**src/hdl/gcs_hist_ram.sv**
```systemverilog
`default_nettype none

module gcs_hist_ram #(
  parameter int DEPTH = 257,
  parameter int AW    = 9,
  parameter int DW    = 11
) (
  input  wire logic          clk,
  input  wire logic          we,
  input  wire logic [AW-1:0] waddr,
  input  wire logic [DW-1:0] wdata,
  input  wire logic          re,
  input  wire logic [AW-1:0] raddr,
  output logic      [DW-1:0] rdata
);

  logic [DW-1:0] mem [DEPTH];

  always_ff @(posedge clk) begin
    if (we) begin
      mem[waddr] <= wdata;
    end
    if (re) begin
      rdata <= mem[raddr];
    end
  end

endmodule

`default_nettype wire

```
**config.mk**
```make
export PLATFORM = sky130hd
export DESIGN_NAME = gcs_hist_ram
export DESIGN_NICKNAME = d
export VERILOG_FILES = /design/src/hdl/gcs_hist_ram.sv
export SDC_FILE = /design/constraint.sdc
export NUM_CORES = 2
export LEC_CHECK = 0
export ABC_CLOCK_PERIOD_IN_PS = 3100
export BUFFER_PORTS_ARGS = -buffer_cell sky130_fd_sc_hd__clkbuf_2
export CAP_MARGIN = 10
export CORE_UTILIZATION = 33
export CTS_BUF_LIST = sky130_fd_sc_hd__clkbuf_4 sky130_fd_sc_hd__clkbuf_8
export DETAILED_ROUTE_END_ITERATION = 7
export GPL_TIMING_DRIVEN = 0
export PLACE_DENSITY_LB_ADDON = 0.08
export SYNTH_ARGS = -nofsm -noshare
export SYNTH_HDL_FRONTEND = slang
export SYNTH_SLANG_ARGS = --single-unit
```
**constraint.sdc**
```tcl
create_clock -name clk -period 3.1 [get_ports clk]
set_input_delay 0.155 -clock clk [delete_from_list [all_inputs] [get_ports clk]]
set_output_delay 0.155 -clock clk [all_outputs]
set_load 0.1 [all_outputs]
```
; ---- Yosys cells after proc, flatten, opt, wreduce, memory -nomap -nowiden
; Memories as Yosys holds them, arrays and structs flattened. A register that Yosys moved wholly into a read port is not among the register bits.
; Index checks and enable logic that the tools add are counted.
[word_totals]
memories = 1
reg_bits = 0
mem_bits_rw = 2827
word_cells = 3
out_inout_bits = 11
[memory_table]
columns = name, depth, word_bits, read_ports, rd_clocked_by_memory_dff, write_ports, line
row1 = mem, 257, 11, 1, 1, 1, 17  ; logic [DW-1:0] mem [DEPTH];
[classes]
n_mux = 2
[ops]
columns = cell, n
row1 = 1-bit two-way mux, 2

; ---- Longest topological paths before layout
[depth]
ltp_word = 2
ltp_mapped = 11
depth_no_buf = 6

; ---- Least setup slack after synthesis
; No wires, ideal clock.
[synth_path]
path_kind = input port to flip-flop
start = input port raddr[0]
end = register rdata[1] (read register of mem), data pin
required_ns = 2.839
arrival_ns = 2.260
cell_stages = 9
path_slack_ns = 0.579
setup_time_ns = 0.261
cell_sequence = buf_2 > buf_2 > buf_2 > mux4_2 > a22oi_1 > nand2_1 > o31ai_1 > a41oi_1 > o32a_1
[synth_lines]
columns = item, line
row1 = from (decl), 13  ; input wire logic [AW-1:0] raddr,
row2 = to (decl), 14  ; output logic [DW-1:0] rdata

; ---- Worst setup path after layout
[layout_path]
start = input port waddr[2]
end = memory mem[145][0], enable pin
[layout_lines]
columns = item, line
row1 = from (decl), 10  ; input wire logic [AW-1:0] waddr,
row2 = to (decl), 17
; Straight into the memory's write port.

==> impl_results.md <==
- GPL Wtd Cong: 0.8670
- Period minus WS final: 3.322 ns
- Worst R2R Start: mem[254][4]$_DFFE_PP_
- Worst-Margin Slew: 1.432 ns
- R2r setup slk: -0.01 ns
- Leakage: 39.39 nW
- CTS root buf: clkbuf_8
- Area of placed instances: 116000 µm²
- Synth warn: 0
- Vias per Instance: 5.266
- Final hold slack: 0.1084 ns
- Fraction of layout instances using a drive strength above 1: 0.3102
- # fillers: 29760
- Non-Filler Instances: 10530
- Final setup violating endpoints: 121
- Synth Area per Inst: 21.21 µm²
- Dpl hpwl: 238.3 mm
- Failing checks: negative setup slack
- Core Area: 327700 µm²
- Final worst setup slack: -0.2215 ns
- CP endpoint kind: flip-flop
- Die ar.: 332300 µm²
- Commonest non-fill, non-tap cell in the layout: edfxtp_1
- Syn nets: 5166
- Final clock skew: 0.04420 ns
- Initial Util: 0.3323
- Layout Nets: 5843
- Critical Path RT: 3.84 ns
- CTS Buf Count: 519
- Post-CTS Setup Bufs: 0
- Crit path launch: waddr[2]
- Fmax: 301.1 MHz
- Unrepaired setup endpoints after global routing: yes
- Clock transition at path regs: 0.06 ns
- Placement Rows: 210
- Setup slack at placement: -2.779 ns
- CP max FO: 11
- Die height: 576.4 µm
- Leading area contributor after synthesis: edfxtp_1
- Total Power: 81.05 mW
- GRT Total Usage: 0.2138
- Depth of the CTS H-tree: 6
- Design area: 127200 µm²
- Synth Cell Area: 108900 µm²
- Max-slew headroom: 0.04531
- Dpl cells: 9583
- Synth top area share: 0.7826
- ANT nets after route: 0
- Io pins: 43
- Die X-Extent: 576.4 µm
- VDD IR max: 365.5 µV
- Largest net degree at the start of global routing: 110
- Pwr Density: 637.3 nW/µm²
- Antenna violations before repair: 38
- CP startpoint kind: primary input
- Skew-Pair Late Insertion Delay: 1.15 ns
- Status: finished with violations
- DR WL/cell: 34.07 µm
- Hold Path Origin: waddr[7]
- Setup TNS: -13.27 ns
- Hold Vio Cnt, Final: 0
- Reg-to-Reg End: rdata[4]$_DFFE_PP_
- FF/Latch Area: 85220 µm²
- Max-cap violations: 0
- Total gr overflow: 0
- Final Util: 0.3881
- Routed Wire Length: 358.7 mm
- First-pass GRT wire length: 485.7 mm
- Cells after synthesis: 5134
- CTS tree: yes
- Area growth syn-to-layout: 16.79%
- Sequential area share after synthesis: 0.7826
- Area occupied by multi-input gates: 23040 µm²
- Clock sinks: 2838
- Worst Reg-to-Reg Cells: 5
- Vias in the first global route: 57950
- Final period util: 1.071
- Critical Path End: mem[145][0]$_DFFE_PP_
- Port Buffers: 38
- Yosys reg bits: 2838
- DRT iter0 DRCs: 5087
- CP Class: primary input to flip-flop
- DRC: 0
- Initial DRT Pass Iterations: 6
- Commonest non-fill, non-tap cells in the layout: edfxtp_1 (2838), mux4_2 (616), clkbuf_8 (540)
- Fin. max-slew vios: 0
- Synth cell types: 37
- Via count: 55460
- Clock tree buffer depth: 4
- Worst Hold Class: primary input to flip-flop
- Synth top area cells: edfxtp_1 (78%), mux4_2 (13%), a22oi_1 (1.4%)
- WP data arrival: 4.06 ns
## power breakdown
group / internal [mW] / switching, mW / leakage [nW]
logic: 1.36 / 3.19 / 8.78
registers: 42.3 / 0.0210 / 25.5
clock network: 18.2 / 16.0 / 5.10
total: 61.9 / 19.2 / 39.4
## Yosys cell counts, drive strengths merged
library cell,count
nand3,33
and3b,5
o31ai,44
nor2,308
or2,2
o22ai,88
clkinv,1
nand2b,4
or4,11
mux4,616
and3,3
nor4b,1
mux2i,110
clkbuf,180
inv,2
a41oi,22
edfxtp,2838
a21oi,121
nor2b,12
nand2,185
nand3b,1
a211oi,44
or3b,1
mux2,88
and2,2
a22oi,198
nor3,67
buf,129
o32a,11
and4,2
nor3b,5
## state kept, by name, summed over array words and instances (netlist names)
name / cells
mem: 2827
rdata: 11
## worst min path at each step
stage                     cells after the start                    end  slack [ns]
after floorplan                               0    mem[0][0]$_DFFE_PP_        0.25
after CTS                                     4   mem[75][0]$_DFFE_PP_       0.002
after global routing                          4  mem[156][9]$_DFFE_PP_        0.08
after global placement                        1    rdata[10]$_DFFE_PP_        0.54
final                                         4  mem[156][9]$_DFFE_PP_        0.11
after detailed placement                      1    rdata[10]$_DFFE_PP_        0.55
## metal layers
metal | track usage | share of wire
met1 | 0.2904 | 0.43
met2 | 0.3511 | 0.48
met3 | 0.03330 | 0.053
met4 | 0.07154 | 0.034
met5 | 0 | 0.00012
## timing repair
action,CTS,global route
hold buffers,32,1
resized for setup,180,53
setup endpoints to repair,22,498
endpoints found under the hold margin,1857,3
gates cloned,0,0
pin swaps,8,0
## critical path, stage by stage
cell and delay, ns:
clkbuf_2 0.13, nor3b_2 0.82, nand2_1 1.04, clkbuf_2 0.73, nor2_1 1.12
## area by class of cell
cell class	count	share of cell area
antenna	12	0.0002361
buffer	306	0.01258
clock buffer	700	0.06730
clock inverter	183	0.008737
inverter	3	0.00008855
multi-input combinational	1984	0.1812
sequential	2838	0.6701
tap	4346	0.04276
timing repair buffer	159	0.01700
## cells by family after synthesis
logic type             count (synthesis)  synth area share
AO/OA/AOI/OAI                        528           0.03312
buffers and inverters                312           0.01281
flip-flops                          2838            0.7826
multiplexers                         814            0.1466
AND/OR/NAND/NOR                      642           0.02481
Power figures use the tool's default switching activity.
